<file path="config.mk">
export PLATFORM = sky130hd
export DESIGN_NAME = u16_to_decimal_ascii
export DESIGN_NICKNAME = d
export VERILOG_FILES = /design/src/rtl/u2da_pkg.sv /design/src/rtl/u2da_dd_cell.sv /design/src/rtl/u2da_emit.sv /design/src/rtl/u16_to_decimal_ascii.sv
export SDC_FILE = /design/constraint.sdc
export NUM_CORES = 1
export LEC_CHECK = 0
export ABC_AREA = 0
export BUFFER_PORTS_ARGS = -buffer_cell sky130_fd_sc_hd__buf_2
export CAP_MARGIN = 20
export CORE_ASPECT_RATIO = 1.25
export CORE_MARGIN = 10
export CORE_UTILIZATION = 50
export CTS_BUF_LIST = sky130_fd_sc_hd__clkbuf_16
export CTS_CLUSTER_DIAMETER = 40
export DETAILED_ROUTE_END_ITERATION = 10
export PLACE_DENSITY = 0.68
export SKIP_CTS_REPAIR_TIMING = 1
export SLEW_MARGIN = 5
export SYNTH_ARGS = -nofsm -noshare
export SYNTH_HDL_FRONTEND = slang
export SYNTH_SLANG_ARGS = --single-unit
</file>
<file path="constraint.sdc">
create_clock -name clk -period 1.85 [get_ports clk]
set_input_delay 0.0925 -clock clk [delete_from_list [all_inputs] [get_ports clk]]
set_output_delay 0.0925 -clock clk [all_outputs]
set_load 0.02 [all_outputs]
</file>
<file path="src/rtl/u2da_pkg.sv">
// ----------------------------------------------------------------------------
// u2da_pkg : shared types and constants for the decimal text converter
// Widths, digit types and the load record that passes from the converter
// to the digit emitter.
// ----------------------------------------------------------------------------
package u2da_pkg;

	localparam int NUM_BITS   = 16;
	localparam int NUM_DIGITS = 5;
	localparam int DIGIT_W    = 4;
	localparam int CHAR_W     = 6;
	localparam int IDX_W      = $clog2(NUM_DIGITS);
	localparam int CNT_W      = $clog2(NUM_BITS);

	localparam logic [CHAR_W-1:0] ASCII_ZERO = CHAR_W'(48);

	typedef logic [DIGIT_W-1:0] digit_t;

	// hand-over from the cell row to the emitter
	typedef struct packed {
		logic             load;
		logic [IDX_W-1:0] top_idx;
	} emit_load_t;

endpackage

</file>
<file path="src/rtl/u2da_dd_cell.sv">
// ----------------------------------------------------------------------------
// u2da_dd_cell : one BCD digit cell of the shift-and-add-3 row
// Holds one decimal digit; on each shift it corrects the digit (add 3 when
// 5 or more), passes its top bit to the next cell and takes a bit from the
// previous one.
// ----------------------------------------------------------------------------
module u2da_dd_cell import u2da_pkg::*; (
	input  logic   clk,
	input  logic   clear,
	input  logic   shift,
	input  logic   bit_in,
	output logic   bit_out,
	output digit_t digit
);

	digit_t digit_q;
	digit_t adj;

	// add-3 correction before the shift
	always_comb begin
		adj = digit_q;
		if (digit_q >= DIGIT_W'(5)) begin
			adj = digit_q + DIGIT_W'(3);
		end
	end

	assign bit_out = adj[DIGIT_W-1];
	assign digit   = digit_q;

	// digit register
	always_ff @(posedge clk) begin
		if (clear) begin
			digit_q <= '0;
		end else if (shift) begin
			digit_q <= {adj[DIGIT_W-2:0], bit_in};
		end
	end

endmodule

</file>
<file path="src/rtl/u2da_emit.sv">
// ----------------------------------------------------------------------------
// u2da_emit : digit emitter
// Holds a finished set of digits and sends them as ASCII, most significant
// first, one item per cycle while the output is not stalled, flagging the final digit.
// ----------------------------------------------------------------------------
module u2da_emit import u2da_pkg::*; (
	input  logic                         clk,
	input  logic                         arst_n,
	input  emit_load_t                   ld,
	input  digit_t [NUM_DIGITS-1:0]      digits,
	output logic                         free,
	output logic                         valid,
	input  logic                         stall,
	output logic [CHAR_W-1:0]            digit_char,
	output logic                         last
);

	digit_t [NUM_DIGITS-1:0] digits_q;
	logic [IDX_W-1:0]        idx_q;
	logic                    valid_q;

	assign free       = !valid_q;
	assign valid      = valid_q;
	assign last       = (idx_q == '0);
	assign digit_char = ASCII_ZERO + {{(CHAR_W-DIGIT_W){1'b0}}, digits_q[idx_q]};

	// control: index walks down from the top digit
	always_ff @(posedge clk or negedge arst_n) begin
		if (!arst_n) begin
			valid_q <= 1'b0;
			idx_q   <= '0;
		end else if (ld.load) begin
			valid_q <= 1'b1;
			idx_q   <= ld.top_idx;
		end else if (valid_q && !stall) begin
			if (idx_q == '0) begin
				valid_q <= 1'b0;
			end else begin
				idx_q <= idx_q - 1'b1;
			end
		end
	end

	// digit store
	always_ff @(posedge clk) begin
		if (ld.load) begin
			digits_q <= digits;
		end
	end

endmodule

</file>
<file path="src/rtl/u16_to_decimal_ascii.sv">
// ----------------------------------------------------------------------------
// u16_to_decimal_ascii : 16-bit unsigned number to decimal ASCII digits
// A row of five BCD cells converts the number one bit per cycle; the
// emitter then sends the digits without leading zeros, final one flagged.
//
//   channel  | direction | handshake          | payload
//   ---------+-----------+--------------------+-------------------------
//   in       | in        | in_valid/in_stall  | number[15:0]
//   out      | out       | out_valid/out_stall| digit_char[5:0], last
//
// An item is shifted through the cell row one input bit per cycle, then
// handed over to the emitter, which sends 1 to 5 digits.
// Output of one item overlaps conversion of the next, so the input can
// take a new item while the emitter is still sending the last one.
// Reset clears all control; digit registers are cleared on each new item.
// A stalled output holds the emitter and, once the row is done, the input.
// ----------------------------------------------------------------------------
module u16_to_decimal_ascii import u2da_pkg::*; (
	input  logic                clk,
	input  logic                arst_n,
	input  logic                in_valid,
	output logic                in_stall,
	input  logic [NUM_BITS-1:0] number,
	output logic                out_valid,
	input  logic                out_stall,
	output logic [CHAR_W-1:0]   digit_char,
	output logic                last
);

	logic [NUM_BITS-1:0]     num_q;
	logic [CNT_W-1:0]        cnt_q;
	logic                    busy_q;
	logic                    done_q;
	logic                    in_acc;
	logic                    emit_free;
	logic                    xfer;
	logic [NUM_DIGITS:0]     chain;
	digit_t [NUM_DIGITS-1:0] digits;
	logic [IDX_W-1:0]        top_idx;
	emit_load_t              ld;

	assign in_stall = busy_q || done_q;
	assign in_acc   = in_valid && !in_stall;
	assign xfer     = done_q && emit_free;

	// converter control: bit counter and input shift register
	always_ff @(posedge clk or negedge arst_n) begin
		if (!arst_n) begin
			busy_q <= 1'b0;
			done_q <= 1'b0;
			cnt_q  <= '0;
		end else if (in_acc) begin
			busy_q <= 1'b1;
			cnt_q  <= '0;
		end else if (busy_q) begin
			cnt_q <= cnt_q + 1'b1;
			if (cnt_q == CNT_W'(NUM_BITS - 1)) begin
				busy_q <= 1'b0;
				done_q <= 1'b1;
			end
		end else if (xfer) begin
			done_q <= 1'b0;
		end
	end

	always_ff @(posedge clk) begin
		if (in_acc) begin
			num_q <= number;
		end else if (busy_q) begin
			num_q <= {num_q[NUM_BITS-2:0], 1'b0};
		end
	end

	// row of BCD cells, least significant digit first
	assign chain[0] = num_q[NUM_BITS-1];

	for (genvar i = 0; i < NUM_DIGITS; i++) begin : g_cell
		u2da_dd_cell u_cell (
			.clk     (clk),
			.clear   (in_acc),
			.shift   (busy_q),
			.bit_in  (chain[i]),
			.bit_out (chain[i+1]),
			.digit   (digits[i])
		);
	end

	// highest non-zero digit; zero gives a single digit
	always_comb begin
		top_idx = '0;
		for (int i = 1; i < NUM_DIGITS; i++) begin
			if (digits[i] != '0) begin
				top_idx = IDX_W'(i);
			end
		end
	end

	assign ld.load    = xfer;
	assign ld.top_idx = top_idx;

	u2da_emit u_emit (
		.clk        (clk),
		.arst_n     (arst_n),
		.ld         (ld),
		.digits     (digits),
		.free       (emit_free),
		.valid      (out_valid),
		.stall      (out_stall),
		.digit_char (digit_char),
		.last       (last)
	);

	// checks
	a_char_range: assert property (@(posedge clk) disable iff (!arst_n)
		out_valid |-> (digit_char >= ASCII_ZERO) && (digit_char <= ASCII_ZERO + CHAR_W'(9)))
		else $error("digit character out of range");

	a_busy_done_excl: assert property (@(posedge clk) disable iff (!arst_n)
		!(busy_q && done_q))
		else $error("converter busy and done together");

	a_accept_starts: assert property (@(posedge clk) disable iff (!arst_n)
		in_acc |=> busy_q && (cnt_q == '0))
		else $error("accepted item did not start conversion");

	a_load_when_free: assert property (@(posedge clk) disable iff (!arst_n)
		xfer |-> !out_valid)
		else $error("emitter loaded while still sending");

	a_row_no_carry: assert property (@(posedge clk) disable iff (!arst_n)
		busy_q |-> !chain[NUM_DIGITS])
		else $error("carry out of the top digit cell");

endmodule
</file>
==> results_dict.tcl, run 1 <==
set metrics [dict create \
    status "finished, final reports clean" \
    synthCells 290 \
    synthToLayoutAreaGrowth_pct 16.5 \
    dr.pass1.iters 4 \
    path_depth 5 \
    slew_headroom 0.588 \
    worst_hold_path_type "input pin to flop" \
    finalCritPeriodShare 0.881 \
    r2r_end "g_cell[2].u_cell.digit[2]" \
    io_buffer_count 26 \
    wl_per_cell_um 13.7 \
    cts_root_buffer "clkbuf_16" \
    synth_most_common_cell "nand2_1" \
    die_area_sq_um 9860 \
    gp_congestion 0.755 \
    synth-simple-area-share 0.151 \
    setup_tns_ps 0 \
    ys_async_sr_fraction 0.152 \
    antenna-diode-count 0 \
    fin_crit_ps 1630 \
    drive_above_1_share 0.174 \
    fill_cells 553 \
    via_per_inst 5.08 \
    utilization 0.596 \
    grt_pass1_vias 2067 \
    dp_hpwl_um 4000 \
    synth_edf_count 36 \
    nets 356 \
    arrival_ps 1540 \
    cts_tree "built" \
    finalHoldViolations 0 \
    ys_ff_latch 66 \
    yosys_most_used_dff "edfxtp_1" \
    cts_num_sinks 66 \
    ant_nets 0 \
    routed_wl_um 5640 \
    pwr_density_cell_nw_per_um2 1860 \
    cpPeakStageDelay_ps 540 \
    core_sq_um 6130 \
    ir_drop_v 0.000857 \
    yosys.area.top_type "edfxtp_1" \
    clkPwrFrac 0.233 \
    grt.overflow.total 0 \
    die_width_um 90.8 \
    num_rows 32 \
    setup_slack_ps 220 \
    first_iter_violations 71 \
    pin_count 29 \
    critical_path_class "flop to output pin" \
    rsz0062_at_grt "false" \
    r2r_start "g_cell[2].u_cell.digit[0]" \
    finClkSkew_ps 4.46 \
    syn_area_sq_um 3140 \
    fp.dieH_um 109 \
    cp_cell_sequence "mux2i_1 -> nor2_1 -> a21oi_1 -> o22ai_1 -> buf_2" \
    pwr-share-comb 0.354 \
    grt_max_degree 33 \
    crit_start "u_emit.idx_q[2]" \
    slew_violations 0 \
    worstMarginPinSlew_ps 618 \
    ys_seq_area_frac 0.552 \
    setup_violations 0 \
    cap_violations 0 \
    synth.avg_cell_area_sq_um 10.8 \
    cellLeakagePower_uw 0.00164 \
    reg2reg_setup_slack_ps 250 \
    dp_slack_ps 258 \
    seq_power_share 0.413 \
    grt_pass1_wl_um 9400 \
    crit_path_end "digit_char[2]" \
    h-tree-depth 3 \
    cts_buffer_depth 2 \
    critPathMaxFanout 9 \
    p_int_uw 4470 \
    crit_family "flip-flops" \
    synth_xor_area_frac 0.0279 \
    ys_types 37 \
    ys_warn_count 0 \
    grt_usage 0.120 \
    synthAdderAreaFrac 0.0519 \
    start_kind "flop" \
    antenna_found_initial 0 \
    synth_compound_area_frac 0.110 \
    cts_buffers 9 \
    swShare 0.341 \
    dp.cells 396 \
    path_buf_inv 1 \
    vias 2099 \
    cp.required_ps 1760 \
    yosys-top-cells-count "nand2_1, edfxtp_1, dfxtp_1" \
    netlist.area_leader.share 0.345 \
    path_clk_slew_ps 50 \
    synth_top_family_by_area "simple AND/OR/NAND/NOR gates" \
    worstSkewPairLatency_ps 320 \
    crit_path_top_delay_cell "dfrtp_1" \
    drc 0 \
    fmax_ghz 0.613 \
    fin_cells 413 \
    p_switching_uw 2310 \
    endpoint_kind "output pin" \
    synth_area_leaders "edfxtp_1, dfxtp_1, dfrtp_1, nand2_1, ha_1" \
    start_util 0.512 \
    reg2regPathDepth 6 \
    synthMuxAreaShare 0.0630 \
]
==> worst register-to-register path: cells and delay by family (launching register included) <==
kind	cells	cell delay (ps)
flops	1	360
buf+inv	1	80
mux	2	490
fa+ha+maj	1	230
simple gates	1	80
compound gates	1	290
==> cell families after synthesis <==
kind of cell               Yosys count
other                                1
and+or+nand+nor                     99
muxes                               19
AOI/OAI and AO/OA                   53
adders and majority gates           13
buffers and inverters               29
DFF                                 66
xor gates and xnor gates            10
==> final cells by class <==
| type | instances | area, sq um | share of cell area |
|---|---|---|---|
| tap | 85 | 106 | 0.0291 |
| inverter | 17 | 63.8 | 0.0175 |
| multi-input combinational | 196 | 1270 | 0.349 |
| clock inverter | 7 | 53.8 | 0.0147 |
| timing repair buffer | 33 | 198 | 0.0541 |
| clock buffer | 9 | 225 | 0.0617 |
| sequential | 66 | 1730 | 0.474 |
==> power groups by stage <==
stage	Combinational (uW)	Clock (uW)	Sequential [uW]
after floorplan	1990	0	2660
after global placement	2350	0	2800
after detailed placement	2420	0	2840
after CTS	2440	1600	2810
after global routing	2750	1670	2890
final	2400	1580	2800
==> per-layer routing <==
layer,wire length [um],up-vias,global-route usage
li1,-,1067,-
met1,2500,992,0.132
met2,2870,36,0.207
met3,183,4,0.0319
met4,75,0,0.0706
met5,0,-,0
==> placed cells by master, fill, tap and decap left out, types with 12 or more instances in the layout <==
cell type and instances:
inv_1 20, nand2_1 60, dfxtp_1 20, mux2i_1 13, edfxtp_1 36, nand2b_1 12
ha_1 13, buf_2 26, a21oi_1 18
==> how the worst min path moves through the flow <==
stage                from         to  slack (ps)  cells after the start
2_1_floorplan      arst_n     busy_q        -200                      0
3_3_place_gp       arst_n   cnt_q[2]         -30                      1
3_5_place_dp       arst_n   cnt_q[2]         -20                      1
4_1_cts            arst_n     busy_q        -370                      1
5_1_grt        number[14]  num_q[14]          30                      3
6_report       number[13]  num_q[13]          30                      3
==> per-stage QoR <==
stage	total power, uW	cell area, sq um	hold WS (ps)
6_report	6780	3650	27.4
3_3_place_gp	5150	3360	-29.6
2_1_floorplan	4650	3140	-203
3_5_place_dp	5250	3360	-22.2
5_1_grt	7310	3650	33.3
4_1_cts	6860	3640	-366
==> state kept, by name, indices dropped and copies added (netlist names) <==
register and flops:
busy_q 1, cnt_q 4, done_q 1, g_cell.u_cell.digit 20, num_q 16, u_emit.digits_q 20, u_emit.idx_q 3, u_emit.valid 1
Note: power is estimated with default switching activity, not from simulation.
==> run 2, diff against run 1 <==
--- a/config.mk
+++ b/config.mk
@@ -19,4 +19,5 @@
 export SLEW_MARGIN = 5
 export SYNTH_ARGS = -nofsm -noshare
 export SYNTH_HDL_FRONTEND = slang
+export SYNTH_HIERARCHICAL = 1
 export SYNTH_SLANG_ARGS = --single-unit
==> results_dict.tcl, run 2 <==
set metrics [dict create \
    status "finished, final reports clean" \
    critPathMaxFanout 54 \
    start_kind "flop" \
    cp_cell_sequence "buf_4 -> or2_2 -> buf_2" \
    arrival_ps 1530 \
    min-delay-start "out_stall" \
    num_rows 33 \
    wl_per_cell_um 14.4 \
    critical_path_class "flop to output pin" \
    cts_buffers 9 \
    cpPeakStageDelay_ps 400 \
    ir_drop_v 0.000978 \
    antenna-diode-count 0 \
    vias 2288 \
    cts_buffer_depth 2 \
    rsz0062_at_grt "false" \
    nets 366 \
    h-tree-depth 3 \
    drc 0 \
    worst_hold_path_type "input pin to flop" \
    cts_tree "built" \
    cellLeakagePower_uw 0.00160 \
    fmax_ghz 0.615 \
    finalCritPeriodShare 0.879 \
    path_clk_slew_ps 50 \
    grt_pass1_wl_um 10400 \
    power_uw 7270 \
    reg2regPathDepth 2 \
    slew_headroom 0.666 \
    cp.required_ps 1760 \
    dp_slack_ps 227 \
    synthToLayoutAreaGrowth_pct 15.1 \
    die_width_um 93.5 \
    fp.dieH_um 112 \
    endpoint_kind "output pin" \
    crit_path_top_delay_cell "dfrtp_1" \
    cap_violations 0 \
    layout_common_cells "edfxtp_1, buf_2, nand2_1" \
    finClkSkew_ps 4.76 \
    dr.pass1.iters 4 \
    setup_slack_ps 224 \
    worstSkewPairLatency_ps 320 \
    pwr_density_cell_nw_per_um2 1870 \
    synth.avg_cell_area_sq_um 11.4 \
    setup_tns_ps 0 \
    core_sq_um 6570 \
    cts_root_buffer "clkbuf_16" \
    io_buffer_count 26 \
    die_area_sq_um 10500 \
    gp_congestion 0.765 \
    start_util 0.515 \
    whs_ps 32.0 \
    crit_start "busy_q" \
    routed_wl_um 6120 \
    pin_count 29 \
    cts_num_sinks 66 \
    synthCells 297 \
    grt_max_degree 55 \
    worstMarginPinSlew_ps 496 \
    antenna_found_initial 0 \
    grt_pass1_vias 2248 \
    r2r_start "busy_q" \
    first_iter_violations 146 \
    setup_violations 0 \
    via_per_inst 5.38 \
    dp_hpwl_um 4320 \
    slew_violations 0 \
    drive_above_1_share 0.210 \
    finalHoldViolations 0 \
    final_common_cell "edfxtp_1" \
    grt_usage 0.123 \
    hold_path_depth 3 \
    grt.overflow.total 0 \
    fin_crit_ps 1630 \
    ys_warn_count 6 \
    syn_area_sq_um 3380 \
    ant_nets 0 \
]
run 2: layout make-up:
class | count | area, sq um
multi-input combinational | 203 | 1480
inverter | 16 | 60.1
timing repair buffer | 37 | 228
fill | 551 | 2680
tap | 87 | 109
clock buffer | 9 | 225
sequential | 66 | 1730
clock inverter | 7 | 53.8
run 2: worst max-delay path, delay by kind of cell, from the launching register on:
kind          cells  cell delay (ps)
simple gates      1              340
flops             1              400
buf+inv           2              470
run 2: metal layers:
| metal | part of all wire | global-route usage | vias to the layer above |
|---|---|---|---|
| met5 | 0 | 0 | - |
| met4 | 0.025 | 0.0721 | 0 |
| met3 | 0.059 | 0.0403 | 12 |
| met2 | 0.46 | 0.184 | 59 |
| met1 | 0.46 | 0.150 | 1052 |
| li1 | - | - | 1165 |
run 2: worst paths after layout:
kind	endpoint	slack, ps
setup reg to reg	num_q[8]	230
setup / recovery	in_stall	220
max in group asynchronous	busy_q	1470
hold reg to reg	g_cell[0].u_cell/digit[0]	480
min in group asynchronous	u_emit/idx_q[1]	170
hold / removal	u_emit/valid	30
run 2: stage by stage:
step / utilization / cell area, sq um / cells
detailed placement: 0.548 / 3600 / 408
global route: 0.592 / 3890 / 425
floorplan: - / 3380 / 298
CTS: 0.591 / 3880 / 424
finish: 0.592 / 3890 / 425
global placement: 0.548 / 3600 / 408
run 2: power by group:
part           switching [uW]  internal [uW]
Clock                     555           1010
Sequential                546           2300
Combinational            1510           1350
Total                    2610           4670
